==> config.mk <==
export PLATFORM = sky130hd
export DESIGN_NAME = stsa_div1000
export DESIGN_NICKNAME = d
export VERILOG_FILES = /design/src/rtl/stsa_pkg.sv /design/src/rtl/stsa_div1000.sv
export SDC_FILE = /design/constraint.sdc
export NUM_CORES = 2
export LEC_CHECK = 0
export ABC_AREA = 1
export ABC_CLOCK_PERIOD_IN_PS = 2300
export BUFFER_PORTS_ARGS = -buffer_cell sky130_fd_sc_hd__buf_4
export CORE_MARGIN = 3
export CORE_UTILIZATION = 55
export DETAILED_ROUTE_END_ITERATION = 7
export GPL_ROUTABILITY_DRIVEN = 1
export PLACE_DENSITY_LB_ADDON = 0.15
export SYNTH_ARGS = -nofsm -noshare
export SYNTH_HDL_FRONTEND = slang
export SYNTH_SLANG_ARGS = --single-unit
==> constraint.sdc <==
create_clock -name clk_i -period 2.3 [get_ports clk_i]
set_input_delay 0.345 -clock clk_i [delete_from_list [all_inputs] [get_ports clk_i]]
set_output_delay 0.345 -clock clk_i [all_outputs]
set_load 0.03 [all_outputs]
==> src/rtl/stsa_pkg.sv <==
// Shared types and constants for the sensor timestamp aligner.
// Used by the channel interfaces and every rtl module of the block.
`timescale 1ns / 1ps

package stsa_pkg;

  // field widths
  localparam int unsigned KIND_W  = 3;
  localparam int unsigned TIME_W  = 63;
  localparam int unsigned VAL_W   = 32;
  localparam int unsigned STAT_W  = 2;
  localparam int unsigned SLOTF_W = 2;
  localparam int unsigned SHIFT_W = 5;
  localparam int unsigned OFF_W   = 64;

  // slot count default
  localparam int unsigned SLOT_COUNT_DEF = 4;

  // ns to us conversion factor
  localparam int unsigned NS_PER_US  = 1000;

  // result queue depth, also the number of outstanding beats allowed
  localparam int unsigned FIFO_DEPTH = 16;

  localparam logic [SHIFT_W-1:0] DRIFT_SHIFT_RESET = SHIFT_W'(10);
  localparam logic [TIME_W-1:0]  TIME_MAX          = {TIME_W{1'b1}};

  // sensor kinds
  localparam logic [KIND_W-1:0] KIND_ACCEL    = KIND_W'(0);
  localparam logic [KIND_W-1:0] KIND_GYRO     = KIND_W'(1);
  localparam logic [KIND_W-1:0] KIND_MAG      = KIND_W'(2);
  localparam logic [KIND_W-1:0] KIND_PRESSURE = KIND_W'(3);

  typedef enum logic [STAT_W-1:0] {
    STATUS_OK      = 2'd0,
    STATUS_UNKNOWN = 2'd1,
    STATUS_NONPOS  = 2'd2,
    STATUS_ORDER   = 2'd3
  } status_e;

  // input beat as captured at the port
  typedef struct packed {
    logic [KIND_W-1:0] sensor_kind;
    logic [TIME_W-1:0] event_time_ns;
    logic [TIME_W-1:0] local_time_us;
    logic [VAL_W-1:0]  value_x;
    logic [VAL_W-1:0]  value_y;
    logic [VAL_W-1:0]  value_z;
  } in_beat_t;

  // beat after the ns to us conversion
  typedef struct packed {
    logic [KIND_W-1:0] kind;
    logic [TIME_W-1:0] ev_us;
    logic [TIME_W-1:0] now_us;
    logic [VAL_W-1:0]  vx;
    logic [VAL_W-1:0]  vy;
    logic [VAL_W-1:0]  vz;
  } work_t;

  // result beat
  typedef struct packed {
    status_e            status;
    logic [SLOTF_W-1:0] slot;
    logic [TIME_W-1:0]  mapped_time_us;
    logic [VAL_W-1:0]   out_forward;
    logic [VAL_W-1:0]   out_right;
    logic [VAL_W-1:0]   out_down;
  } out_beat_t;

  // kinds above pressure are not tracked
  function automatic logic kind_known(input logic [KIND_W-1:0] kind);
    return kind <= KIND_PRESSURE;
  endfunction

endpackage

==> src/rtl/stsa_div1000.sv <==
// Pipelined ns to us conversion: shift out the factor 8 of 1000, then multiply
// by the reciprocal of 125 in 32-bit partial products over three stages.
// Carries the rest of the beat alongside. Depends on stsa_pkg.
`timescale 1ns / 1ps

module stsa_div1000 (
  input  logic               clk_i,
  input  logic               rst_ni,
  input  logic               valid_i,
  input  stsa_pkg::in_beat_t beat_i,
  output logic               valid_o,
  output stsa_pkg::work_t    work_o
);

  localparam int unsigned TW     = stsa_pkg::TIME_W;
  // 1000 = 8 * 125
  localparam int unsigned PRE_SH = 3;
  localparam int unsigned ODD    = stsa_pkg::NS_PER_US >> PRE_SH;
  // shifted dividend width and reciprocal scale, exact for every dividend
  localparam int unsigned N_W    = TW - PRE_SH;
  localparam int unsigned RCP_SH = N_W + 7;
  localparam int unsigned RCP_W  = 61;
  localparam int unsigned SUM_W  = TW + RCP_SH - 32;

  localparam logic [127:0] RCP_FULL =
    ((128'd1 << RCP_SH) + 128'(ODD - 1)) / 128'(ODD);
  localparam logic [31:0]       RCP_LO = RCP_FULL[31:0];
  localparam logic [RCP_W-33:0] RCP_HI = RCP_FULL[RCP_W-1:32];

  logic [2:0]        vld_q;
  stsa_pkg::work_t   w_in;
  stsa_pkg::work_t   w1_q, w2_q, w3_q, w3_d;
  logic [N_W-1:0]    n;
  logic [63:0]       p_ll, p_lh, p_hl, p_hh;
  logic [63:0]       p_ll_q, p_lh_q, p_hl_q, p_hh_q;
  logic [63:0]       mid, mid_q, p_hh2_q;
  logic [SUM_W-1:0]  top;

  // beat fields carried along, us time filled at the end
  always_comb begin
    w_in.kind   = beat_i.sensor_kind;
    w_in.ev_us  = '0;
    w_in.now_us = beat_i.local_time_us;
    w_in.vx     = beat_i.value_x;
    w_in.vy     = beat_i.value_y;
    w_in.vz     = beat_i.value_z;
  end

  // partial products of the shifted dividend and the reciprocal
  assign n    = beat_i.event_time_ns[TW-1:PRE_SH];
  assign p_ll = 64'(n[31:0]) * 64'(RCP_LO);
  assign p_lh = 64'(n[31:0]) * 64'(RCP_HI);
  assign p_hl = 64'(n[N_W-1:32]) * 64'(RCP_LO);
  assign p_hh = 64'(n[N_W-1:32]) * 64'(RCP_HI);

  // middle column sum, then the upper column and the final shift
  assign mid  = 64'(p_ll_q[63:32]) + p_lh_q + p_hl_q;
  assign top  = (SUM_W'(p_hh2_q) << 32) + SUM_W'(mid_q);

  always_comb begin
    w3_d       = w2_q;
    w3_d.ev_us = top[SUM_W-1 -: TW];
  end

  // stage payload
  always_ff @(posedge clk_i) begin
    p_ll_q  <= p_ll;
    p_lh_q  <= p_lh;
    p_hl_q  <= p_hl;
    p_hh_q  <= p_hh;
    w1_q    <= w_in;
    mid_q   <= mid;
    p_hh2_q <= p_hh_q;
    w2_q    <= w1_q;
    w3_q    <= w3_d;
  end

  // stage valid bits
  always_ff @(posedge clk_i or negedge rst_ni) begin
    if (!rst_ni) begin
      vld_q <= '0;
    end else begin
      vld_q <= {vld_q[1:0], valid_i};
    end
  end

  assign valid_o = vld_q[2];
  assign work_o  = w3_q;

endmodule

After elaboration in Yosys (flattened, before gate mapping). Index checks and enable logic that the tools add are counted.

Register bits after elaboration: 897. Logic and storage cells: 30. Output and inout port bits: 226.

Add/sub/neg operators: 3. Multipliers: 4.

Operator list (number): adder 89 x 63 -> 90 bit (1); adder 62 x 60 -> 63 bit (1); adder 32 x 61 -> 62 bit (1); multiplier 32 x 29 -> 61 bit (second input constant) (1); multiplier 32 x 28 -> 60 bit (second input constant) (1); multiplier 28 x 29 -> 57 bit (second input constant) (1); multiplier 28 x 28 -> 56 bit (second input constant) (1).

Logic depth before layout (Yosys ltp).
Depth in word-level cells: 2. Mapped depth: 29. Gate-level depth less buffers: 29.

Worst setup path after synthesis. OpenSTA, ideal clock, no wires.

Path kind: input-to-reg. From: input port beat_i[181] in the netlist's numbering. To: register p_ll_q[39]. Slack: -3619 ps. Stages: 25. Arrival time: 5799 ps. Path buffers: 0. Path through: inv_1 -> fa_1 -> inv_1 -> fa_1 -> fa_1 -> inv_1 -> fa_1 -> inv_1 -> fa_1 -> fa_1 -> fa_1 -> inv_1 -> fa_1 -> inv_1 -> ha_1 -> nand2_1 -> inv_1 -> nand2_1 -> nand2_1 -> nand2_1 -> nand2_1 -> o21bai_1 -> inv_1 -> nand2_1 -> xor2_1.

Longest elaborated chain between the ends: 1.

Ends and longest elaborated chain: start, declared (line stsa_div1000.sv:10) `input stsa_pkg::in_beat_t beat_i,`; multiplier 32 x 29 -> 61 bit (line stsa_div1000.sv:51) `assign p_ll = 64'(n[31:0]) * 64'(RCP_LO);`; via p_ll[39] (line stsa_div1000.sv:34) `logic [63:0] p_ll, p_lh, p_hl, p_hh;`; end signal, assigned (line stsa_div1000.sv:67) `p_ll_q <= p_ll;`; end, declared (line stsa_div1000.sv:35) `logic [63:0] p_ll_q, p_lh_q, p_hl_q, p_hh_q;`.

The timed path passes the listed nets, and every way through them passes these cells.

Final worst setup path.
From: input port beat_i[166] in the netlist's numbering. To: register p_ll_q[42].

The elaborated chain is that of the path after synthesis.

==> key figures <==
Flow run
  – Max-Cap Viols: 0

Timing
  – Clock skew: 0.0502 ns
  – Hold slack: 0.146 ns
  – Actual slew at the worst max-slew pin: 0.840 ns
  – Setup violators final: 219
  – Hold Vio Cnt, Final: 0
  – Setup TNS: -544.22 ns
  – Unrepaired setup endpoints after global routing: yes
  – Fin crit share: 257%
  – Fmax: 169 MHz
  – Slack of the critical path: -3.62 ns
  – Max_slew headroom: 43.8%
  – Tmin final: 5.92 ns
  – Max Slew Vio Count: 0

Clock tree
  – CTS tree: yes
  – CTS H-Tree Depth: 3
  – Clk buf depth: 3
  – CTS sink cnt: 831
  – Worst-path clk slew: 0.06 ns
  – Worst skew pair latency: 0.67 ns
  – CTS buffer count: 74
  – Clock root buffer: clkbuf_16

Worst hold path
  – Worst hold stages: 2
  – Min-delay src: beat_i[195]
  – Worst Hold End: p_hl_q[4]
  – Hold Crit Class: in2reg

Critical path
  – Top Family by Delay on Critical Path: adder cells
  – Bufs and invs on worst path: 9
  – Worst path arrival time: 6.44 ns
  – Cell mode on critical path: nand2_1
  – Crit-path max cell delay: 0.69 ns
  – Critical Path Source Type: primary input
  – WS Path Type: in2reg
  – RR Endpoint: mid_q[37]
  – Worst R2R Path Depth: 14
  – Worst reg2reg startpoint: p_hl_q[8]
  – Worst setup EP type: flop
  – Worst R2R Setup Slack: -0.86 ns
  – Crit Path Max Fanout: 3
  – Worst path required time: 2.82 ns
  – Slowest cell on the critical path: fa_1

Routing
  – Antenna-violating nets left: 0
  – Starting DRC count in detailed routing: 9642
  – Final wirelength: 381000 um
  – Drt drc: 26
  – Routed length per instance: 26.1 um
  – DRT Pass-1 Iters: 8
  – Routed vias: 80700
  – Via-to-Cell Ratio: 5.52

Synthesis
  – Post-synth cell types: 44
  – Most used DFF post-synth: dfxtp_1
  – EDFF count, synth: 0
  – Area contributors post-synth: fa_1 30%, dfxtp_1 19%, ha_1 19%
  – Share of the synthesized area in the top cell type: 30.3%
  – Fraction of registers with async set/reset: 0.361%
  – Post-synthesis cell area: 88200 um^2
  – Post-Syn Instances: 10300
  – Mean Syn Cell Area: 8.54 um^2
  – Cell taking the most area after synthesis: fa_1
  – Yosys warning total: 0
  – Register area share after synthesis: 18.9%
  – Synthesized flop and latch total: 831

Global routing
  – Overall routing resource usage: 45.6%
  – First-pass GRT wire length: 546000 um
  – Vias in the first global route: 84100
  – Grt ovf: 0
  – Largest net degree at the start of global routing: 18
  – Antenna violations before repair: 59

Floorplanning
  – DIE HEIGHT: 406 um
  – I/O pin cnt: 454
  – CORE AREA: 159000 um^2
  – Row count: 146
  – Die X: 406 um
  – Starting density of the core: 55.5%
  – Die area: 165000 um^2

Finish
  – Ratio of cells with drive above 1 in the final layout: 29.0%
  – Synth-to-layout area growth: 34.9%
  – Area taken by multi-input logic gates: 68500 um^2
  – Sequential cell area: 16700 um^2
  – Layout Utilization: 74.9%
  – Final non-filler cell area: 119000 um^2
  – Nets: 15400
  – Filler Cell Count: 11000

Placement
  – Placed Instance Area: 109000 um^2
  – Routability congestion estimate: 1.10
  – HPWL after DPL: 308000 um
  – Port Buffer Count: 442

Run status
  – Run status: finished, violations left
  – Failing checks: DRC, setup timing
[synthesized netlist by cell type (48+ instances only)]
master	n
fa_1	1334
ha_1	1315
nand4_1	70
nand2_1	2144
o21ai_0	158
xor2_1	121
inv_1	2951
o21bai_1	48
a21oi_1	342
dfxtp_1	828
nor2_1	482
nor3_1	56
nand3_1	287
[how the worst max path moves through the flow]
stage                startpoint         end  slack [ns]  cells after the start
finish              beat_i[166]  p_ll_q[42]       -3.62                     28
global route        beat_i[168]  p_ll_q[42]       -3.63                     29
CTS                 beat_i[174]  p_ll_q[51]       -3.31                     27
detailed placement  beat_i[175]  p_ll_q[62]       -4.23                     25
global placement    beat_i[177]  p_ll_q[56]       -4.17                     26
floorplan           beat_i[181]  p_ll_q[39]       -3.45                     23
[cells in the final DEF (no fill, tap or decap), drive strengths merged, types with 121 or more instances in the layout]
cell type | synthesis | layout
dfxtp | 828 | 828
nand3 | 293 | 293
nand2 | 2155 | 2155
a21oi | 342 | 342
dlygate4sd3 | 0 | 166
nor2 | 514 | 514
xor2 | 121 | 121
o21ai | 174 | 174
buf | 8 | 1911
ha | 1315 | 1315
fa | 1334 | 1334
inv | 2953 | 2949
[metrics by stage]
stage | cells | worst slack (ns)
6_report | 14600 | -3.62
5_1_grt | 14600 | -3.63
4_1_cts | 14600 | -3.31
3_5_place_dp | 14200 | -4.23
3_3_place_gp | 14200 | -4.17
2_1_floorplan | 10300 | -3.45
[cell type report]
cell class              count  share of cell area (%)
repair buffers           2077                    14.7
well taps                2072                    2.18
clock buffers              98                    1.72
clock inverters            30                   0.361
inverters                2953                    9.42
multi-input cells        6538                    57.5
diodes                     26                  0.0547
flip-flops and latches    831                    14.0
[logic make-up after synthesis]
logic type | count (synthesis) | synth area share [%]
and+or+nand+nor | 3169 | 14.7
xor gates and xnor gates | 136 | 1.35
buffers and inverters | 2961 | 12.6
DFF | 831 | 18.9
adders and majority gates | 2649 | 48.9
other | 1 | 0.00425
AOI/OAI and AO/OA | 576 | 3.46
[sequential cells by signal, indices dropped and copies added (netlist names)]
name	cells
w2_q	162
p_ll_q	31
work_o	217
vld_q	3
w1_q	162
p_lh_q	60
p_hh_q	54
mid_q	29
p_hl_q	57
p_hh2_q	56
[routing by layer]
layer  share of wire (%)  track usage, %
met1                  40            61.9
met2                  41            66.1
met3                  14            16.4
met4                 5.4            18.8
met5               0.038               0
[what timing repair did]
item	CTS	global route
endpoints found under the setup margin	216	223
hold buffers	166	0
hold endpoints to repair	166	0
pin swaps	511	358
resized for setup	954	425
buffers inserted	105	52
Power is left out: the tool's default activity adds up to more than one toggle a clock period on the data nets, which glitch-free logic cannot reach.
