`config.mk`:
```
export PLATFORM = sky130hd
export DESIGN_NAME = stsa_out_fifo_flat
export DESIGN_NICKNAME = d
export VERILOG_FILES = /design/src/rtl/stsa_pkg.sv /design/src/rtl/stsa_out_if.sv /design/src/rtl/stsa_out_fifo.sv /design/src/flat_wrapper.sv
export SDC_FILE = /design/constraint.sdc
export NUM_CORES = 2
export LEC_CHECK = 0
export ABC_AREA = 1
export BUFFER_PORTS_ARGS = -buffer_cell sky130_fd_sc_hd__buf_2
export CAP_MARGIN = 25
export CORE_MARGIN = 5
export CORE_UTILIZATION = 58
export CTS_BUF_LIST = sky130_fd_sc_hd__clkbuf_4 sky130_fd_sc_hd__clkbuf_8
export CTS_CLUSTER_DIAMETER = 120
export CTS_CLUSTER_SIZE = 40
export DETAILED_ROUTE_END_ITERATION = 6
export PLACE_DENSITY = 0.78
export SETUP_SLACK_MARGIN = 0.1
export SLEW_MARGIN = 20
export SYNTH_ARGS = -nofsm -noshare
export SYNTH_HDL_FRONTEND = slang
export SYNTH_SLANG_ARGS = --single-unit
```
`constraint.sdc`:
```
create_clock -name clk_i -period 7.6 [get_ports clk_i]
set_clock_uncertainty 0.1 [all_clocks]
set_input_delay 1.52 -clock clk_i [delete_from_list [all_inputs] [get_ports clk_i]]
set_output_delay 1.52 -clock clk_i [all_outputs]
set_load 0.01 [all_outputs]
```
`src/rtl/stsa_pkg.sv`:
```
// Shared types and constants for the sensor timestamp aligner.
// Used by the channel interfaces and every rtl module of the block.
`timescale 1ns / 1ps

package stsa_pkg;

  // field widths
  localparam int unsigned KIND_W  = 3;
  localparam int unsigned TIME_W  = 63;
  localparam int unsigned VAL_W   = 32;
  localparam int unsigned STAT_W  = 2;
  localparam int unsigned SLOTF_W = 2;
  localparam int unsigned SHIFT_W = 5;
  localparam int unsigned OFF_W   = 64;

  // slot count default
  localparam int unsigned SLOT_COUNT_DEF = 4;

  // ns to us conversion factor
  localparam int unsigned NS_PER_US  = 1000;

  // result queue depth, also the number of outstanding beats allowed
  localparam int unsigned FIFO_DEPTH = 16;

  localparam logic [SHIFT_W-1:0] DRIFT_SHIFT_RESET = SHIFT_W'(10);
  localparam logic [TIME_W-1:0]  TIME_MAX          = {TIME_W{1'b1}};

  // sensor kinds
  localparam logic [KIND_W-1:0] KIND_ACCEL    = KIND_W'(0);
  localparam logic [KIND_W-1:0] KIND_GYRO     = KIND_W'(1);
  localparam logic [KIND_W-1:0] KIND_MAG      = KIND_W'(2);
  localparam logic [KIND_W-1:0] KIND_PRESSURE = KIND_W'(3);

  typedef enum logic [STAT_W-1:0] {
    STATUS_OK      = 2'd0,
    STATUS_UNKNOWN = 2'd1,
    STATUS_NONPOS  = 2'd2,
    STATUS_ORDER   = 2'd3
  } status_e;

  // input beat as captured at the port
  typedef struct packed {
    logic [KIND_W-1:0] sensor_kind;
    logic [TIME_W-1:0] event_time_ns;
    logic [TIME_W-1:0] local_time_us;
    logic [VAL_W-1:0]  value_x;
    logic [VAL_W-1:0]  value_y;
    logic [VAL_W-1:0]  value_z;
  } in_beat_t;

  // beat after the ns to us conversion
  typedef struct packed {
    logic [KIND_W-1:0] kind;
    logic [TIME_W-1:0] ev_us;
    logic [TIME_W-1:0] now_us;
    logic [VAL_W-1:0]  vx;
    logic [VAL_W-1:0]  vy;
    logic [VAL_W-1:0]  vz;
  } work_t;

  // result beat
  typedef struct packed {
    status_e            status;
    logic [SLOTF_W-1:0] slot;
    logic [TIME_W-1:0]  mapped_time_us;
    logic [VAL_W-1:0]   out_forward;
    logic [VAL_W-1:0]   out_right;
    logic [VAL_W-1:0]   out_down;
  } out_beat_t;

  // kinds above pressure are not tracked
  function automatic logic kind_known(input logic [KIND_W-1:0] kind);
    return kind <= KIND_PRESSURE;
  endfunction

endpackage

```
`src/rtl/stsa_out_if.sv`:
```
// Result channel: valid/ready handshake with the aligned event fields.
// Depends on stsa_pkg for field widths.
`timescale 1ns / 1ps

interface stsa_out_if;
  logic                               valid;
  logic                               ready;
  logic [stsa_pkg::STAT_W-1:0]        status;
  logic [stsa_pkg::SLOTF_W-1:0]       slot;
  logic [stsa_pkg::TIME_W-1:0]        mapped_time_us;
  logic signed [stsa_pkg::VAL_W-1:0]  out_forward;
  logic signed [stsa_pkg::VAL_W-1:0]  out_right;
  logic signed [stsa_pkg::VAL_W-1:0]  out_down;

  modport source (
    output valid, status, slot, mapped_time_us, out_forward, out_right, out_down,
    input  ready
  );

  modport sink (
    input  valid, status, slot, mapped_time_us, out_forward, out_right, out_down,
    output ready
  );
endinterface

```
`src/rtl/stsa_out_fifo.sv`:
```
// Result queue between the pipeline and the result channel; absorbs every
// beat in flight when the sink stalls. Depends on stsa_pkg and stsa_out_if.
`timescale 1ns / 1ps

module stsa_out_fifo (
  input  logic                clk_i,
  input  logic                rst_ni,
  input  logic                push_i,
  input  stsa_pkg::out_beat_t data_i,
  stsa_out_if.source          res_o
);

  localparam int unsigned DEPTH = stsa_pkg::FIFO_DEPTH;
  localparam int unsigned PTR_W = $clog2(DEPTH);
  localparam int unsigned CNT_W = $clog2(DEPTH + 1);

  stsa_pkg::out_beat_t fifo_q [DEPTH];
  logic [PTR_W-1:0]    wr_ptr_q, wr_ptr_d;
  logic [PTR_W-1:0]    rd_ptr_q, rd_ptr_d;
  logic [CNT_W-1:0]    cnt_q, cnt_d;
  logic                pop;
  stsa_pkg::out_beat_t head;

  assign pop  = res_o.valid && res_o.ready;
  assign head = fifo_q[rd_ptr_q];

  // storage
  always_ff @(posedge clk_i) begin
    if (push_i) begin
      fifo_q[wr_ptr_q] <= data_i;
    end
  end

  // pointers and fill level, wrapping at the depth
  always_comb begin
    wr_ptr_d = wr_ptr_q;
    rd_ptr_d = rd_ptr_q;
    if (push_i) begin
      wr_ptr_d = (wr_ptr_q == PTR_W'(DEPTH - 1)) ? '0 : wr_ptr_q + 1'b1;
    end
    if (pop) begin
      rd_ptr_d = (rd_ptr_q == PTR_W'(DEPTH - 1)) ? '0 : rd_ptr_q + 1'b1;
    end
    cnt_d = cnt_q + CNT_W'(push_i) - CNT_W'(pop);
  end

  always_ff @(posedge clk_i or negedge rst_ni) begin
    if (!rst_ni) begin
      wr_ptr_q <= '0;
      rd_ptr_q <= '0;
      cnt_q    <= '0;
    end else begin
      wr_ptr_q <= wr_ptr_d;
      rd_ptr_q <= rd_ptr_d;
      cnt_q    <= cnt_d;
    end
  end

  assign res_o.valid          = cnt_q != '0;
  assign res_o.status         = head.status;
  assign res_o.slot           = head.slot;
  assign res_o.mapped_time_us = head.mapped_time_us;
  assign res_o.out_forward    = head.out_forward;
  assign res_o.out_right      = head.out_right;
  assign res_o.out_down       = head.out_down;

endmodule

```
`src/flat_wrapper.sv`:
```
// flat-port wrapper written by rule: the top's interface ports become plain ports
module stsa_out_fifo_flat 
  (clk_i, rst_ni, push_i, data_i, res_o_valid, res_o_status, res_o_slot, res_o_mapped_time_us, res_o_out_forward, res_o_out_right, res_o_out_down, res_o_ready);
  stsa_out_if res_o_i ();
  input  logic clk_i;
  input  logic rst_ni;
  input  logic push_i;
  input  stsa_pkg::out_beat_t data_i;
  output wire logic [$bits(res_o_i.valid)-1:0] res_o_valid;
  output wire logic [$bits(res_o_i.status)-1:0] res_o_status;
  output wire logic [$bits(res_o_i.slot)-1:0] res_o_slot;
  output wire logic [$bits(res_o_i.mapped_time_us)-1:0] res_o_mapped_time_us;
  output wire logic [$bits(res_o_i.out_forward)-1:0] res_o_out_forward;
  output wire logic [$bits(res_o_i.out_right)-1:0] res_o_out_right;
  output wire logic [$bits(res_o_i.out_down)-1:0] res_o_out_down;
  input wire logic [$bits(res_o_i.ready)-1:0] res_o_ready;
  assign res_o_valid = res_o_i.valid;
  assign res_o_status = res_o_i.status;
  assign res_o_slot = res_o_i.slot;
  assign res_o_mapped_time_us = res_o_i.mapped_time_us;
  assign res_o_out_forward = res_o_i.out_forward;
  assign res_o_out_right = res_o_i.out_right;
  assign res_o_out_down = res_o_i.out_down;
  assign res_o_i.ready = res_o_ready;
  stsa_out_fifo u_core (.clk_i(clk_i), .rst_ni(rst_ni), .push_i(push_i), .data_i(data_i), .res_o(res_o_i));
endmodule
```
==> Yosys cells after proc, flatten, opt, wreduce, memory -nomap -nowiden <==
Memories as Yosys holds them, arrays and structs flattened.
Cells that the tools add are included.
W data, S select, Z words.
{ "word_totals": {"regBits": 13, "latchBits": 0, "mem_bits_rw": 2608, "rom_bits": 0, "in_bits": 167, "output_inout_bits": 164, "elab_cells": 16, "n_memories": 1} }
{ "classes": {"add_sub_neg": 4, "n_mul": 0, "n_div": 0, "order_cmp": 0, "n_eq_ne": 2, "shifts": 0, "muxes": 4, "bitwise_logic": 0, "reduce_logical": 2} }
{ "mem_list": {"columns": ["name", "depth", "width", "rd", "rd_clocked_by_memory_dff", "write_ports", "line_no", "source"], "rows": [
  ["u_core.fifo_q", 16, 163, 1, 0, 1, "stsa_out_fifo.sv:17", "stsa_pkg::out_beat_t fifo_q [DEPTH];"]
]} }
{ "ops": {"columns": ["cell", "n"], "rows": [
  ["$add A4 B1 Y4 const B", 2],
  ["$eq A4 B4 Y1 const B", 2],
  ["$mux W4", 2],
  ["$add A5 B1 Y5", 1],
  ["$reduce_bool A5 Y1", 1],
  ["$sub A5 B1 Y5", 1],
  ["$mux W1", 2],
  ["$logic_and A1 B1 Y1", 1]
]} }

==> Depth between registers and ports, before layout <==
{ "depth": {"depth_word": 3, "depth_mapped": 15, "ltp_nobuf": 15} }

==> Worst setup path after synthesis <==
No wires, ideal clock.
{ "synth_timing": {"path_type": "input to register", "startpoint": "in push_i", "endpoint": "mem u_core.fifo_q[15][0] (netlist name) (enable)", "arrival_ns": 8.720, "t_required_ns": 6.811, "path_slack_ns": -1.909, "cell_stages": 3, "path_cell_list": "clkbuf_1 nand2_1 nor2_1"} }
{ "synth_via": {"elab_chain_len": 2} }
{ "synth_rtl": {"columns": ["element", "line_no", "source"], "rows": [
  ["from (decl)", "flat_wrapper.sv:7", "input logic push_i;"],
  ["$mux W1", "stsa_out_fifo.sv:29", "if (push_i) begin"],
  ["$mux W1 (implied by the code)", "stsa_out_fifo.sv:30", "fifo_q[wr_ptr_q] <= data_i;"],
  ["to (decl)", "stsa_out_fifo.sv:17", null]
]} }
No other way between the ends.

==> Worst setup path after layout <==
{ "layout_timing": {"startpoint": "reg u_core.rd_ptr_q[1]", "endpoint": "out res_o_out_down[31]"} }
{ "layout_via": {"elab_chain_len": 1} }
{ "layout_rtl": {"columns": ["element", "line_no", "source"], "rows": [
  ["from (decl)", "stsa_out_fifo.sv:19", "logic [PTR_W-1:0] rd_ptr_q, rd_ptr_d;"],
  ["from (signal assigned)", "stsa_out_fifo.sv:54", "rd_ptr_q <= rd_ptr_d;"],
  ["$mem_v2 Z16 W163", null, null],
  ["to (decl)", "flat_wrapper.sv:15", "output wire logic [$bits(res_o_i.out_down)-1:0] res_o_out_down;"]
]} }
No other way between the ends.

==> impl_metrics.csv <==
group,metric,value,unit
run_status,status,"finished, final reports clean",
clock_tree,cts_buffer_depth,3,
die,die_h,442,µm
clock_tree,htreeDepth,3,
worst_setup_path,r2r-start,"u_core.wr_ptr_q[1]",
layout,fin_nets,10200,
worst_setup_path,cp.arrival,4.74,ns
synth,synth_area,108000,µm²
die,initial_core_util,0.583,
global_routing,grt_max_degree,258,
route,drt_wl_total,268000,µm
worst_setup_path,startpoint_type,"flip-flop",
global_routing,grt-ovfl-total,0,
route,drc_errors,0,
die,core_area,185000,µm²
die,die_area,195000,µm²
place,dpl.cell_count,12400,
route,vias,70200,
worst_setup_path,r2r_end,"u_core.fifo_q[4][81]",
hold_path,worstHoldPathType,"input port to async pin",
place,place_congestion,0.790,
power_and_ir_drop,power_density,319,nW/µm²
clock_tree,cts_root_buffer,"clkbuf_8",
synth,avgSynthCellArea,10.8,µm²
die,die_x,442,µm
worst_setup_path,crit_path_end_kind,"primary output",
clock_tree,cts_tree,"yes",
clock_tree,cts.sinks,2621,
worst_setup_path,reg2reg_depth,5,
worst_setup_path,r2r_slack,4.25,ns
route,ant_nets,0,
timing,tightest_slew,1.37,ns
route,drtIter0Drc,8812,
layout,area_delta_synth_final,4.88,%
route,post_drt_wl_per_cell,21.3,µm
power_and_ir_drop,p_leak,44.9,nW
worst_setup_path,cp.required,5.98,ns
worst_setup_path,cp_slowest_cell,"dfrtp_4",
route,vias_per_cell,5.58,
synth,syn_nets,10200,
timing,setup-violations-final,0,
timing,relSlewSlack,0.0853,
die,io_pins,331,
worst_setup_path,crit_top_cell,"nand2_1",
job,maxCapViolCount,0,
timing,hold_viol,0,
layout,drive_gt1_frac,0.0555,
synth,synthCells,10000,
synth,post_synth_num_cell_types,20,
clock_tree,cts_setup_buffers,0,
clock_tree,worstSkewPairLatency,0.95,ns
route,first_pass_iters,6,
timing,setup_slack,1.24,ns
place,dp_hpwl,130000,µm
worst_setup_path,critPathMaxStageDelay,1.06,ns
synth,yosysWarnings,0,
synth,ys_seq_area_frac,0.727,
clock_tree,post_cts_resized,0,
worst_setup_path,critPathBufInv,3,
clock_tree,path_clk_slew,0.22,ns
timing,layout_min_cycle_time,6.36,ns
worst_setup_path,crit_family,"buffers and inverters",
synth,synth_area_leaders,"edfxtp_1 72%, nand2_1 14%, nand3_1 4.6%",
place,placed_cell_area,112000,µm²
global_routing,antenna_found_initial,72,
synth,yosysTopAreaCellShare,0.724,
timing,slew_violations,0,
worst_setup_path,path_cells,"nand2_1, inv_8, buf_4, nand2_1, nor2_1, nor2_1, nand2_1, nand2_1, buf_2",
layout,final_cells,12600,
timing,fin_hold_ws,0.342,ns
layout,fillers,14300,
synth,synth_area_leader_cell,"edfxtp_1",
place,place_ws,2.31,ns
worst_setup_path,cp_max_fo,115,
layout,stdcell_area,113000,µm²
place,port_buffers,330,
global_routing,grt_pass1_wl,402000,µm
power_and_ir_drop,vdd_drop_max,502,µV
synth,ys_seq_elements,2621,
global_routing,grt_pass1_vias,66600,
timing,max_freq,157,MHz
timing,fin_crit_sh,0.837,
clock_tree,numCtsBuffers,76,
clock_tree,ctsHoldBuffers,0,
worst_setup_path,path_class,"flip-flop to primary output",
die,rows,158,
global_routing,grt_usage,0.268,
timing,rsz0062_at_grt,"no",
==> worst max path at each step <==
stage	start	endpoint	slack (ns)	depth (start not counted)
floorplan	push_i	u_core.fifo_q[11][0]	-1.89	3
global placement	u_core.rd_ptr_q[1]	res_o_out_down[31]	2.36	9
detailed placement	u_core.rd_ptr_q[1]	res_o_out_down[31]	2.31	9
CTS	u_core.rd_ptr_q[1]	res_o_out_down[31]	1.20	9
global route	u_core.rd_ptr_q[0]	res_o_out_down[22]	1.01	9
finish	u_core.rd_ptr_q[1]	res_o_out_down[31]	1.24	9
==> power breakdown <==
part | leakage (nW) | internal, mW | switching (mW)
logic | 20.4 | 3.69 | 10.1
registers | 23.7 | 17.1 | 0.395
clock network | 0.723 | 1.11 | 3.86
total | 44.9 | 21.9 | 14.3
==> cell families (layout without fill, tap and decap cells) <==
family / count (synthesis) / count (layout) / synth area share
buffers and inverters: 1289 / 1314 / 0.0482
AOI/OAI and AO/OA: 6 / 6 / 0.000278
and+or+nand+nor: 6091 / 6091 / 0.223
other: 0 / 52 / 0
adders and majority gates: 12 / 12 / 0.00146
DFF: 2621 / 2621 / 0.727
xor gates and xnor gates: 3 / 3 / 0.000243
==> synthesized netlist by cell type <==
cell,n
nand2_1,4105
edfxtp_1,2608
nor2_1,997
nand3_1,986
inv_1,777
buf_2,265
clkbuf_1,196
buf_1,35
dfrtp_1,13
buf_4,12
ha_1,11
o21ai_0,6
inv_2,3
xor2_1,2
clkinv_2,1
fa_1,1
nand3b_1,1
nor3_1,1
nor3b_1,1
xnor2_1,1
==> cells in the final DEF, fill, tap and decap left out, types with 2 or more instances in the layout <==
master,n
nand2_1,4105
edfxtp_1,2608
nand3_1,986
nor2_1,980
inv_1,776
buf_2,330
clkbuf_8,76
buf_4,57
diode_2,52
clkbuf_4,31
buf_12,31
nor2_4,17
ha_1,11
dfrtp_1,10
o21ai_0,6
inv_8,5
buf_16,3
dfrtp_4,3
xor2_1,2
clkinv_16,2
==> final cells by class <==
cell class                      instances  area (µm²)  share of cell area
Antenna cell                           52         130             0.00115
Clock buffer                          107        1280              0.0113
Clock inverter                          5        87.6            0.000772
Inverter                              781        2980              0.0262
Multi-Input combinational cell       6112       24400               0.215
Sequential cell                      2621       78700               0.693
Tap cell                             2480        3100              0.0273
Timing Repair Buffer                  421        2780              0.0245
==> through the flow <==
stage	TNS (ns)	utilization	power (mW)
global placement	0	0.603	31.2
floorplan	-4585.62	-	26.7
finish	0	0.612	36.2
detailed placement	0	0.603	31.5
global route	0	0.612	38.2
CTS	0	0.610	36.2
==> state kept, by name (all words and copies together) (netlist names) <==
signal / flops
u_core.rd_ptr_q: 4
u_core.wr_ptr_q: 4
u_core.cnt_q: 5
u_core.fifo_q: 2608
==> routing by layer <==
metal	up-vias	GRT usage	wire length (µm)
met2	3211	0.449	132000
met4	16	0.120	11200
met1	34000	0.355	103000
li1	32500	-	-
met3	473	0.0339	22200
met5	-	0	114
No activity file was read; power rests on OpenSTA's default activity.
