===== config.mk =====
export PLATFORM = sky130hd
export DESIGN_NAME = stsa_off_stage
export DESIGN_NICKNAME = d
export VERILOG_FILES = /design/src/rtl/stsa_pkg.sv /design/src/rtl/stsa_off_stage.sv
export SDC_FILE = /design/constraint.sdc
export NUM_CORES = 1
export LEC_CHECK = 0
export ABC_AREA = 1
export BUFFER_PORTS_ARGS = -buffer_cell sky130_fd_sc_hd__buf_2
export CORE_ASPECT_RATIO = 1.25
export CORE_MARGIN = 2
export CORE_UTILIZATION = 43
export DETAILED_ROUTE_END_ITERATION = 10
export MAX_ROUTING_LAYER = met4
export PLACE_DENSITY = 0.63
export SYNTH_ARGS = -nofsm -noshare
export SYNTH_HDL_FRONTEND = slang
export SYNTH_SLANG_ARGS = --single-unit

===== constraint.sdc =====
create_clock -name clk_i -period 6.82 [get_ports clk_i]
set_input_delay 0.682 -clock clk_i [delete_from_list [all_inputs] [get_ports clk_i]]
set_output_delay 0.682 -clock clk_i [all_outputs]
set_load 0.1 [all_outputs]

===== src/rtl/stsa_pkg.sv =====
// Shared types and constants for the sensor timestamp aligner.
// Used by the channel interfaces and every rtl module of the block.
`timescale 1ns / 1ps

package stsa_pkg;

  // field widths
  localparam int unsigned KIND_W  = 3;
  localparam int unsigned TIME_W  = 63;
  localparam int unsigned VAL_W   = 32;
  localparam int unsigned STAT_W  = 2;
  localparam int unsigned SLOTF_W = 2;
  localparam int unsigned SHIFT_W = 5;
  localparam int unsigned OFF_W   = 64;

  // slot count default
  localparam int unsigned SLOT_COUNT_DEF = 4;

  // ns to us conversion factor
  localparam int unsigned NS_PER_US  = 1000;

  // result queue depth, also the number of outstanding beats allowed
  localparam int unsigned FIFO_DEPTH = 16;

  localparam logic [SHIFT_W-1:0] DRIFT_SHIFT_RESET = SHIFT_W'(10);
  localparam logic [TIME_W-1:0]  TIME_MAX          = {TIME_W{1'b1}};

  // sensor kinds
  localparam logic [KIND_W-1:0] KIND_ACCEL    = KIND_W'(0);
  localparam logic [KIND_W-1:0] KIND_GYRO     = KIND_W'(1);
  localparam logic [KIND_W-1:0] KIND_MAG      = KIND_W'(2);
  localparam logic [KIND_W-1:0] KIND_PRESSURE = KIND_W'(3);

  typedef enum logic [STAT_W-1:0] {
    STATUS_OK      = 2'd0,
    STATUS_UNKNOWN = 2'd1,
    STATUS_NONPOS  = 2'd2,
    STATUS_ORDER   = 2'd3
  } status_e;

  // input beat as captured at the port
  typedef struct packed {
    logic [KIND_W-1:0] sensor_kind;
    logic [TIME_W-1:0] event_time_ns;
    logic [TIME_W-1:0] local_time_us;
    logic [VAL_W-1:0]  value_x;
    logic [VAL_W-1:0]  value_y;
    logic [VAL_W-1:0]  value_z;
  } in_beat_t;

  // beat after the ns to us conversion
  typedef struct packed {
    logic [KIND_W-1:0] kind;
    logic [TIME_W-1:0] ev_us;
    logic [TIME_W-1:0] now_us;
    logic [VAL_W-1:0]  vx;
    logic [VAL_W-1:0]  vy;
    logic [VAL_W-1:0]  vz;
  } work_t;

  // result beat
  typedef struct packed {
    status_e            status;
    logic [SLOTF_W-1:0] slot;
    logic [TIME_W-1:0]  mapped_time_us;
    logic [VAL_W-1:0]   out_forward;
    logic [VAL_W-1:0]   out_right;
    logic [VAL_W-1:0]   out_down;
  } out_beat_t;

  // kinds above pressure are not tracked
  function automatic logic kind_known(input logic [KIND_W-1:0] kind);
    return kind <= KIND_PRESSURE;
  endfunction

endpackage


===== src/rtl/stsa_off_stage.sv =====
// Per-slot offset tracking: offset memory read, update and write back with
// one-deep forwarding for back-to-back beats on a slot. Depends on stsa_pkg.
`timescale 1ns / 1ps

module stsa_off_stage #(
  parameter int unsigned SLOT_COUNT = stsa_pkg::SLOT_COUNT_DEF
) (
  input  logic                          clk_i,
  input  logic                          rst_ni,
  input  logic                          valid_i,
  input  stsa_pkg::work_t               work_i,
  input  logic [stsa_pkg::SHIFT_W-1:0]  drift_shift_i,
  output logic                          valid_o,
  output stsa_pkg::work_t               work_o,
  output logic [stsa_pkg::OFF_W-1:0]    offset_o
);

  localparam int unsigned SLOT_W = $clog2(SLOT_COUNT);
  localparam int unsigned OW     = stsa_pkg::OFF_W;

  logic [OW-1:0]         off_mem [SLOT_COUNT];
  logic [SLOT_COUNT-1:0] off_vld_q;

  logic                  a_vld_q;
  stsa_pkg::work_t       a_work_q;
  logic [OW-1:0]         a_cand_q;
  logic [OW-1:0]         a_rd_q;

  logic                  fwd_vld_q;
  logic [SLOT_W-1:0]     fwd_slot_q;
  logic [OW-1:0]         fwd_off_q;

  logic                  b_vld_q;
  stsa_pkg::work_t       b_work_q;
  logic [OW-1:0]         b_off_q;

  logic                  in_known;
  logic [SLOT_W-1:0]     in_slot;
  logic [OW-1:0]         in_cand;
  logic                  a_known;
  logic [SLOT_W-1:0]     a_slot;
  logic                  a_wr;
  logic [OW-1:0]         off_cur;
  logic [OW-1:0]         off_diff;
  logic [OW-1:0]         off_new;
  logic                  adopt;

  // candidate offset is local minus remote, never out of signed range
  assign in_known = stsa_pkg::kind_known(work_i.kind);
  assign in_slot  = SLOT_W'(work_i.kind);
  assign in_cand  = {1'b0, work_i.now_us} - {1'b0, work_i.ev_us};

  // offset memory read, data lands with the beat in the update stage
  always_ff @(posedge clk_i) begin
    if (valid_i && in_known) begin
      a_rd_q <= off_mem[in_slot];
    end
  end

  // offset memory write back
  always_ff @(posedge clk_i) begin
    if (a_wr) begin
      off_mem[a_slot] <= off_new;
    end
  end

  // update stage payload
  always_ff @(posedge clk_i) begin
    a_work_q  <= work_i;
    a_cand_q  <= in_cand;
    fwd_slot_q <= a_slot;
    fwd_off_q  <= off_new;
    b_work_q  <= a_work_q;
    b_off_q   <= off_new;
  end

  // offset update: adopt the first or a lower candidate, else drift up by a fraction
  assign a_known  = stsa_pkg::kind_known(a_work_q.kind);
  assign a_slot   = SLOT_W'(a_work_q.kind);
  assign a_wr     = a_vld_q && a_known;
  assign off_cur  = (fwd_vld_q && (fwd_slot_q == a_slot)) ? fwd_off_q : a_rd_q;
  assign off_diff = a_cand_q - off_cur;
  assign adopt    = !off_vld_q[a_slot] || ($signed(a_cand_q) < $signed(off_cur));
  assign off_new  = adopt ? a_cand_q : (off_cur + (off_diff >> drift_shift_i));

  // control and per-slot valid bits
  always_ff @(posedge clk_i or negedge rst_ni) begin
    if (!rst_ni) begin
      a_vld_q   <= 1'b0;
      b_vld_q   <= 1'b0;
      fwd_vld_q <= 1'b0;
      off_vld_q <= '0;
    end else begin
      a_vld_q   <= valid_i;
      b_vld_q   <= a_vld_q;
      fwd_vld_q <= a_wr;
      if (a_wr) begin
        off_vld_q[a_slot] <= 1'b1;
      end
    end
  end

  assign valid_o  = b_vld_q;
  assign work_o   = b_work_q;
  assign offset_o = b_off_q;

endmodule


Word-level counts from Yosys, hierarchy flattened
Memories as Yosys holds them, arrays and structs flattened. A register that Yosys moved wholly into a read port is not among the register bits.
Index checks and enable logic that the tools add are counted.
{"block": "classes", "reduce_logical": 6, "add_sub_neg": 3, "order_cmp": 5, "eq_ne": 1, "bitwise": 1, "shift": 1, "mux": 8}
{"operator": "two-way mux 64 bit", "count": 2}
{"operator": "adder 64 bit", "count": 1}
{"operator": "less-than comparator 64 bit", "count": 1}
{"operator": "right shift 64 x 5 -> 64 bit", "count": 1}
{"operator": "subtractor 63 x 63 -> 64 bit", "count": 1}
{"operator": "subtractor 64 bit", "count": 1}
{"operator": "<= comparator 3 x 2 -> 1 bit, second input constant", "count": 2}
{"operator": "logical AND 1 bit", "count": 4}
{"operator": "two-way mux 1 bit", "count": 4}
{"operator": "OR 4 bit", "count": 1}
{"operator": "less-than comparator 2 x 3 -> 1 bit, second input constant", "count": 1}
{"operator": "binary-select mux 1 bit (select 2 bit)", "count": 1}
{"operator": "demux 1 bit (select 2 bit)", "count": 1}
{"operator": "equality test 2 bit", "count": 1}
{"operator": "greater-or-equal comparator 2 x 1 -> 1 bit, second input constant", "count": 1}
{"operator": "logical NOT 1 bit", "count": 1}
{"operator": "logical OR 1 bit", "count": 1}
{"block": "totals", "n_memories": 1, "elab_cells": 45, "output_inout_bits": 290, "inputBits": 233, "ram_bits": 256, "ff_bits": 587}
{"name": "off_mem", "depth": 4, "width": 64, "rd": 1, "rd_ports_with_merged_regs": 1, "wr": 1, "line": "stsa_off_stage.sv:21", "text": "logic [OW-1:0] off_mem [SLOT_COUNT];"}

Depth between registers and ports, before layout
Gate-level depths: netlist of run 1.
{"block": "logic_depth", "depth_word": 7, "mapped_depth": 49, "ltp_nobuf": 46}

Worst setup path after synthesis of run 1
No wires, ideal clock.
{"block": "synth_timing", "kind": "flip-flop to flip-flop", "from": "register work_o[222] (netlist name)", "to": "memory off_mem[0][48] in the netlist's numbering, data pin", "setup_time_ns": 0.270, "arrival_ns": 5.868, "path_buffers": 3, "path_stages_with_launch": 42, "synth_period_minus_slack_ns": 6.138, "path_slack_ns": 0.682, "required_ns": 6.550, "cell_sequence": "dfxtp_1 > inv_1 > a21oi_1 > nand3_4 > buf_8 > inv_2 > clkbuf_1 > nand2_1 > o21ai_0 > inv_1 > ha_1 > clkbuf_1 > a21oi_1 > inv_1 > a31oi_1 > inv_1 > a21oi_1 > a21boi_1 > [6 not listed] > nand2_1 > nand2_1 > nor2_1 > a31oi_1 > o21ai_0 > o21ai_0 > ha_1 > nand2_1 > nor2_1 > inv_1 > nor2_1 > nand3_1 > nor3_1 > nand2_1 > nand3_1 > nand2_1 > nand3_1 > nand2_1"}
{"item": "to (decl)", "line": "stsa_off_stage.sv:21"}

==> results summary, run 1 <==
The routability congestion estimate came out at 1.06. The instance count after placement with tap cells included is 8500. The clock reaches the later pin of the worst-skew pair after 710 ps. Synthesis instantiated 62 different standard cells from the library. The share of the Yosys chip area taken by registers is 0.468. The final clock period utilization by the worst path is 0.967. The number of clock buffers inserted by TritonCTS came out at 83. The count of final max-slew check failures is 0. The sum of overflow across all layers after global routing came out at 0.

The maximum number of pins on one net before global-route repair came out at 81. The number of iterations in the first detailed-routing pass came out at 6. The synthesis-to-layout area growth came out at 28.8%.

For this run, design rule violations remaining after detail routing come to 0. The number of top-level pins is 523. The overall routing resource usage came out at 0.334.

The min-delay analysis places its worst path in the category in -> reg. From bottom edge to top edge, the die measures 368 um. The summed instance area of the synthesized netlist came out at 45600 um2. The die covers 109000 um2.

The worst hold path begins at work_i[28]. Setup repair after global routing could not meet its margin everywhere. The TritonCTS sink count came out at 905. The mean cell area of the mapped netlist came out at 7.67 um2. The area of the core is 105000 um2. The synthesized flop and latch total came out at 905.

After detailed placement, the total cell area comes to 55300 um2. For this design the ratio of total power to cell area is 347 nW/um2. The worst slew margin relative to its limit is 0.220.

TritonCTS built the clock tree. STA classifies the critical path endpoint as a register. In this run the critical register-to-register path is launched from work_o[222].

The required time of the critical path is 7240 ps. Setup slack on the worst reg-to-reg path comes out at 230 ps. In the global route stage, met2 resource usage came out at 0.535. The highest clock rate is 152 MHz. The area of all placed cells without fillers is 58800 um2.

The via count of the first global-routing pass came out at 42300. The library cell used most frequently in the layout, excluding fill and tap cells, is nand2_1. The synthesized netlist net count came out at 6321. The worst path in the final design needs a cycle of 6590 ps, including I/O delays and setup. The most used flip-flop cell after synthesis is dfxtp_1. Leaving out fill and tap cells, the most frequent cells in the layout are nand2_1 (1559), inv_1 (813), nand3_1 (777). The critical path is of the reg -> reg type. In this run the horizontal extent of the chip is 295 um. The clock tree synthesis step divided the H-tree into 3 levels.

The count of input and output buffers came out at 522. Wires add up to 181000 um. For met3 alone, demand over resource in global routing was 0.0428.

The proportion of layout cells with a drive suffix above 1 came out at 0.252. The met1 demand-to-capacity share in global routing is 0.431. The worst hold path terminates at a_work_q[28]. Row generation in the floorplan step produced 133 rows. The worst setup path is launched from a register. The total via count in the routed design is 45000. The number of maximum-capacitance violations is 0. The tree is rooted in a clkbuf_16. For this configuration, the core starts out at a cell density of 0.434. The critical register-to-register path endpoint is off_mem[0][39].

The most frequent cell on the critical path is nand2_1. The post-route clock skew is 63.3 ps. The setup-violating endpoint count in the final report came out at 0.

The depth of the worst register-to-register path came out at 44. The clock edge transition at the registers on the reported setup and hold paths is 60 ps. The finished layout holds 8661 standard cells, fillers aside.

VDD sags by at most 0.301 mV. The detailed placement HPWL is 149000 um. The number of cells on the worst hold path came out at 1. The largest fanout of any net on the critical path is 25. The pre-CTS setup slack is -150 ps. The async set-reset flop share out of synthesis came out at 0.00773. The slowest cell on the critical path is ha_2. In this design, the largest share of critical-path delay is due to simple AND/OR/NAND/NOR gates. met2 is the most crowded layer.

The least setup slack across all paths after layout is 228 ps. The post-detailed-route wirelength per cell came out at 20.9 um. The detail route stage leaves a number of antenna-violating nets equal to 0.

The initial antenna violation count is 6. The number of warning messages in the yosys log came out at 0. Data arrives at the worst endpoint at 7010 ps. The deepest clock path buffer count is 3.

The vias per cell came out at 5.19. The violation count after the first detailed-routing iteration came out at 4444. The final-stage net count is 7549. The number of hold violations in the final report came out at 0. The global-route wire length before repair came out at 260000 um.

Synthesis handed over a netlist of 5945 instances. The critical path buffer and inverter count is 13. The transition time at the pin with the least slew margin is 1160 ps.

The number of flops mapped to enable cells by yosys is 320. The run finished with clean final reports. For this design the static power due to leakage is 29.4 nW. The largest single stage delay on the critical path is 390 ps.
==> how the worst max path moves through the flow <==
stage / start / end / slack [ps] / depth (start not counted)
floorplan: work_o[222] / off_mem[0][48] / 680 / 41
global placement: work_o[222] / off_mem[2][60] / -240 / 44
detailed placement: work_o[222] / off_mem[0][60] / -150 / 44
CTS: work_o[222] / off_mem[1][60] / 20 / 45
global route: work_o[222] / off_mem[2][48] / -80 / 41
finish: work_o[222] / off_mem[0][39] / 230 / 44
==> layout make-up <==
type | count | area (um2)
Clock inverter | 27 | 374
Antenna cell | 6 | 15.0
Inverter | 834 | 3140
Fill cell | 10100 | 46400
Timing Repair Buffer | 1304 | 8730
Multi-Input combinational cell | 4045 | 20900
Sequential cell | 905 | 21400
Tap cell | 1417 | 1770
Clock buffer | 123 | 2460
==> cells in the mapped netlist, types with 31 or more instances <==
master    number  share of area
nand2_1     1577           0.13
inv_1        815          0.067
nand3_1      790          0.087
dfxtp_1      578           0.25
nor2_1       405          0.033
edfxtp_1     320           0.21
o21ai_0      280          0.031
a21oi_1      231          0.025
ha_1         140          0.038
clkbuf_1      77         0.0063
nand2_2       75          0.010
nand3_2       73          0.016
o22ai_1       64         0.0088
xor2_1        64          0.012
nor2_2        54         0.0074
buf_2         50         0.0055
nand4_1       44         0.0060
nor3_1        31         0.0034
==> where the power goes <==
group          leakage, nW  switching, mW  internal, mW  total [mW]
clock network         1.38           2.06          2.63        4.69
logic                 20.1           6.23          2.78        9.01
registers             7.88          0.453          6.26        6.71
total                 29.4           8.74          11.7        20.4
==> flip-flops by register name (all words and copies together), names as in the netlist <==
name and flops:
a_work_q 223, valid_o 1, off_mem 256, a_vld_q 1
a_slot 2, offset_o 64, fwd_vld_q 1, work_o 225
a_cand_q 64, off_vld_q 4, a_rd_q 64
==> layer usage <==
metal	up-vias	part of all wire	routed length, um
met5	-	0	0
met4	0	0.044	8000
met3	325	0.073	13300
met2	1871	0.46	83900
met1	20900	0.42	76200
li1	21800	-	-
==> worst reg2reg max path: cells and delay by family, from the launching register on <==
family / cells / cell delay [ps]
AND/OR/NAND/NOR: 28 / 3520
flip-flops: 1 / 330
buffers and inverters: 13 / 1780
AO/OA/AOI/OAI: 2 / 260
adder cells (fa/ha/maj): 1 / 390
==> metrics by stage <==
step | util | power, mW | TNS, ps | hold WS (ps)
detailed placement | 0.526 | 15.5 | -2440 | 312
global placement | 0.526 | 15.5 | -7880 | 310
CTS | 0.553 | 20.2 | 0 | 3.29
global route | 0.559 | 21.3 | -1330 | 31.1
floorplan | - | 11.8 | 0 | 310
finish | 0.559 | 20.4 | 0 | 65.8
==> cells by family after synthesis <==
| kind of cell | Yosys count | share of synthesized area |
|---|---|---|
| AO/OA/AOI/OAI | 701 | 0.0848 |
| adder cells (fa/ha/maj) | 143 | 0.0397 |
| XOR/XNOR | 86 | 0.0165 |
| flip-flops | 905 | 0.468 |
| AND/OR/NAND/NOR | 3112 | 0.305 |
| multiplexers | 3 | 0.000658 |
| buffers and inverters | 995 | 0.0855 |
==> repair_timing <==
action | CTS | global route
hold buffers | 1 | 0
setup endpoints to repair | 114 | 270
cloned | 0 | 1
setup buffers | 0 | 3
resized for setup | 7 | 163
pin swaps | 0 | 16
hold endpoints to repair | 7 | 0
No activity file was read; power rests on OpenSTA's default activity.
==> run 2: changes to the inputs <==
RECOVER_POWER = 25   (was unset)
==> run 2 against run 1 <==
  * Global-route usage stayed put
  * Via count hardly changed
  * Core utilization is 0.12 points lower
  * Die area stayed put
  * Design area is 0.21% lower
  * Worst hold slack hardly changed
  * Non-clock buffer count stayed put
  * Sequential share of layout area is 0.077 points higher
  * Largest power group unchanged
==> results summary, run 2 (synthesis results as in run 1) <==
The worst slew margin relative to its limit came out at 0.193 (-0.0267). The slowest cell on the critical path is ha_2. The largest fanout of any net on the critical path came to 25 (unchanged). The largest stage delay on the critical path came to 390 ps (about the same).

The switching share of power came out at 0.429 (about the same). TritonCTS built the clock tree. Setup repair after global routing could not meet its margin everywhere. The number of maximum-capacitance violations came out at 0 (unchanged). The sum of overflow across all layers after global routing came out at 0 (unchanged). The register area is 21400 um2 (unchanged). In this run the worst hold path is classified as in -> reg. The number of clock buffers inserted by TritonCTS came to 83 (unchanged). The highest clock rate came out at 152 MHz (+0.24%). The violation count after the first detailed-routing iteration came to 4482 (+0.86%). The final clock period utilization by the worst path was 0.964 (-0.00231).

The largest vdd supply drop was 0.301 mV (about the same). The net switching component of the power was 8.75 mW (about the same). The initial standard-cell utilization of the core came out at 0.434 (unchanged). The deepest clock path buffer count came out at 3 (unchanged). STA classifies the critical path endpoint as a register.

The arrival time of the worst setup path came out at 7000 ps (about the same). The overall routing resource usage is 0.334 (unchanged). The maximum number of pins on one net before global-route repair came out at 81 (unchanged). The register with the most flip-flops in the final layout is off_mem.

The TritonCTS sink count is 905 (unchanged). The required time of the critical path came out at 7240 ps (about the same). The routability congestion estimate came out at 1.06 (unchanged). The total die area came out at 109000 um2 (unchanged).

The worst setup path is launched from a register. The maximum level of the CTS H-tree is 3 (unchanged). The cell-internal power is 11.7 mW (about the same). The most critical setup path has its startpoint at work_o[222]. CTS placed an instance of clkbuf_16 at the clock tree root. The minimum period implied by the final worst setup slack came out at 6580 ps (-15.8 ps).

The clock insertion delay at the later pin of the skew report came out at 710 ps (about the same). The flip-flop count of the largest register after layout came out at 256 (unchanged). The pre-CTS setup slack is -150 ps (unchanged). The area occupied by multi-input gates is 20900 um2 (unchanged). The via count of the first global-routing pass is 42300 (unchanged). The count of final max-slew check failures came out at 0 (unchanged).

In the layout the commonest cells are nand2_1 (1559), inv_1 (813), nand3_1 (777). The area of the core is 105000 um2 (unchanged). The number of fillers in the final layout came out at 10200 (+0.63%). The least setup slack across all paths after layout came out at 244 ps (+15.8 ps). The setup-violating endpoint count in the final report came to 0 (unchanged). The critical path in this run is classified as reg -> reg.

The detailed placement HPWL is 149000 um (unchanged). The share of power burned in combinational logic came to 0.441 (about the same). The number of top-level pins is 523 (unchanged). The synthesis-to-layout area growth is 28.6%. The number of standard-cell rows in the floorplan is 133 (unchanged). The number of iterations in the first detailed-routing pass is 6 (unchanged). The run finished with clean final reports. The leakage dissipation came out at 29.1 nW (-0.93%). The width of the chip came to 295 um (unchanged). The number of nets with antenna violations after detailed routing is 0 (unchanged). The post-route clock skew was 63.0 ps (-0.361 ps). The share of power burned in the clock network came to 0.230 (about the same). The total via count in the routed design came out at 45000 (+0.038%). The remaining design rule violation count came out at 0 (unchanged). The global-route wire length before repair came out at 260000 um (unchanged). The vias per cell came out at 5.19 (about the same). The proportion of layout cells with a drive suffix above 1 is 0.238 (-0.0137).

The library cell used most frequently in the layout, excluding fill and tap cells, is nand2_1. The final wirelength came out at 181000 um (about the same). The transition time at the pin with the least slew margin was 1200 ps (+39.6 ps). Among the stages of the critical path, the cell type that occurs most often is nand2_1. The part of the power in registers came to 0.329 (about the same).

The count of input and output buffers is 522 (unchanged). The final-stage net count came out at 7549 (unchanged). The clock edge transition at the registers on the reported setup and hold paths was 60 ps (about the same). The initial antenna violation count came to 6 (unchanged). The start point of the worst min-delay path is work_i[12]. The power per unit of standard cell area is 348 nW/um2 (+0.20%). The post-detailed-route wirelength per cell is 21.0 um (about the same). The number of hold violations in the final report came out at 0 (unchanged). The total design power is 20.4 mW (about the same).

The count of placed standard cells in the final layout, fillers left out is 8661 (unchanged). The die span in y is 368 um (unchanged). The worst register-to-register path begins at work_o[222]. The instance count after placement with tap cells included is 8500 (unchanged).
run 2: critical path: cells and delay by family, from the launching register on:
kind	cells	cell delay, ps
compound gates	2	260
fa+ha+maj	1	390
flops	1	330
simple gates	28	3500
buf+inv	13	1740
run 2: metal layers:
layer  global-route usage  vias up  wire length, um  part of all wire
li1                     -    21800                -                 -
met1                0.431    20900            76600              0.42
met2                0.535     1872            84100              0.46
met3               0.0428      334            12800             0.070
met4                0.128        0             8030             0.044
met5                    -        -                0                 0
run 2: cell type report:
type,count,share of cell area
diodes,6,0.000256
clock buffers,123,0.0420
repair buffers,1304,0.147
multi-input cells,4045,0.357
flip-flops and latches,905,0.364
clock inverters,27,0.00638
well taps,1417,0.0302
inverters,834,0.0535
run 2: what timing repair did:
| action | in CTS | in global routing |
|---|---|---|
| cloned | 0 | 1 |
| setup buffers | 0 | 3 |
| endpoints found under the setup margin | 114 | 270 |
| resized for setup | 7 | 163 |
| hold buffers | 1 | 0 |
| hold endpoints to repair | 7 | 0 |
| pin swaps | 0 | 16 |
run 2: power groups by stage:
| stage | Clock (mW) | Sequential (mW) | Combinational, mW |
|---|---|---|---|
| finish | 4.69 | 6.72 | 9.00 |
| detailed placement | 0 | 6.81 | 8.73 |
| CTS | 4.77 | 6.70 | 8.76 |
| global route | 4.97 | 6.73 | 9.59 |
| global placement | 0 | 6.81 | 8.70 |
| floorplan | 0 | 8.23 | 3.53 |
run 2: path summary, 6_finish.rpt:
path	endpoint	slack, ps	depth (start not counted)
setup / recovery	off_mem[0][39]	240	44
hold / removal	a_work_q[12]	70	1
setup reg to reg	off_mem[0][39]	240	44
hold reg to reg	work_o[109]	320	0
max in group asynchronous	off_vld_q[1]	6320	2
min in group asynchronous	off_vld_q[0]	330	2
run 2: through the flow:
step / utilization / TNS (ps) / cell area [um2] / hold slack (ps)
6_report: 0.558 / 0 / 58600 / 65.6
5_1_grt: 0.558 / -1330 / 58600 / 31.1
4_1_cts: 0.553 / 0 / 58200 / 3.29
3_5_place_dp: 0.526 / -2440 / 55300 / 312
3_3_place_gp: 0.526 / -7880 / 55300 / 310
2_1_floorplan: - / 0 / 45600 / 310
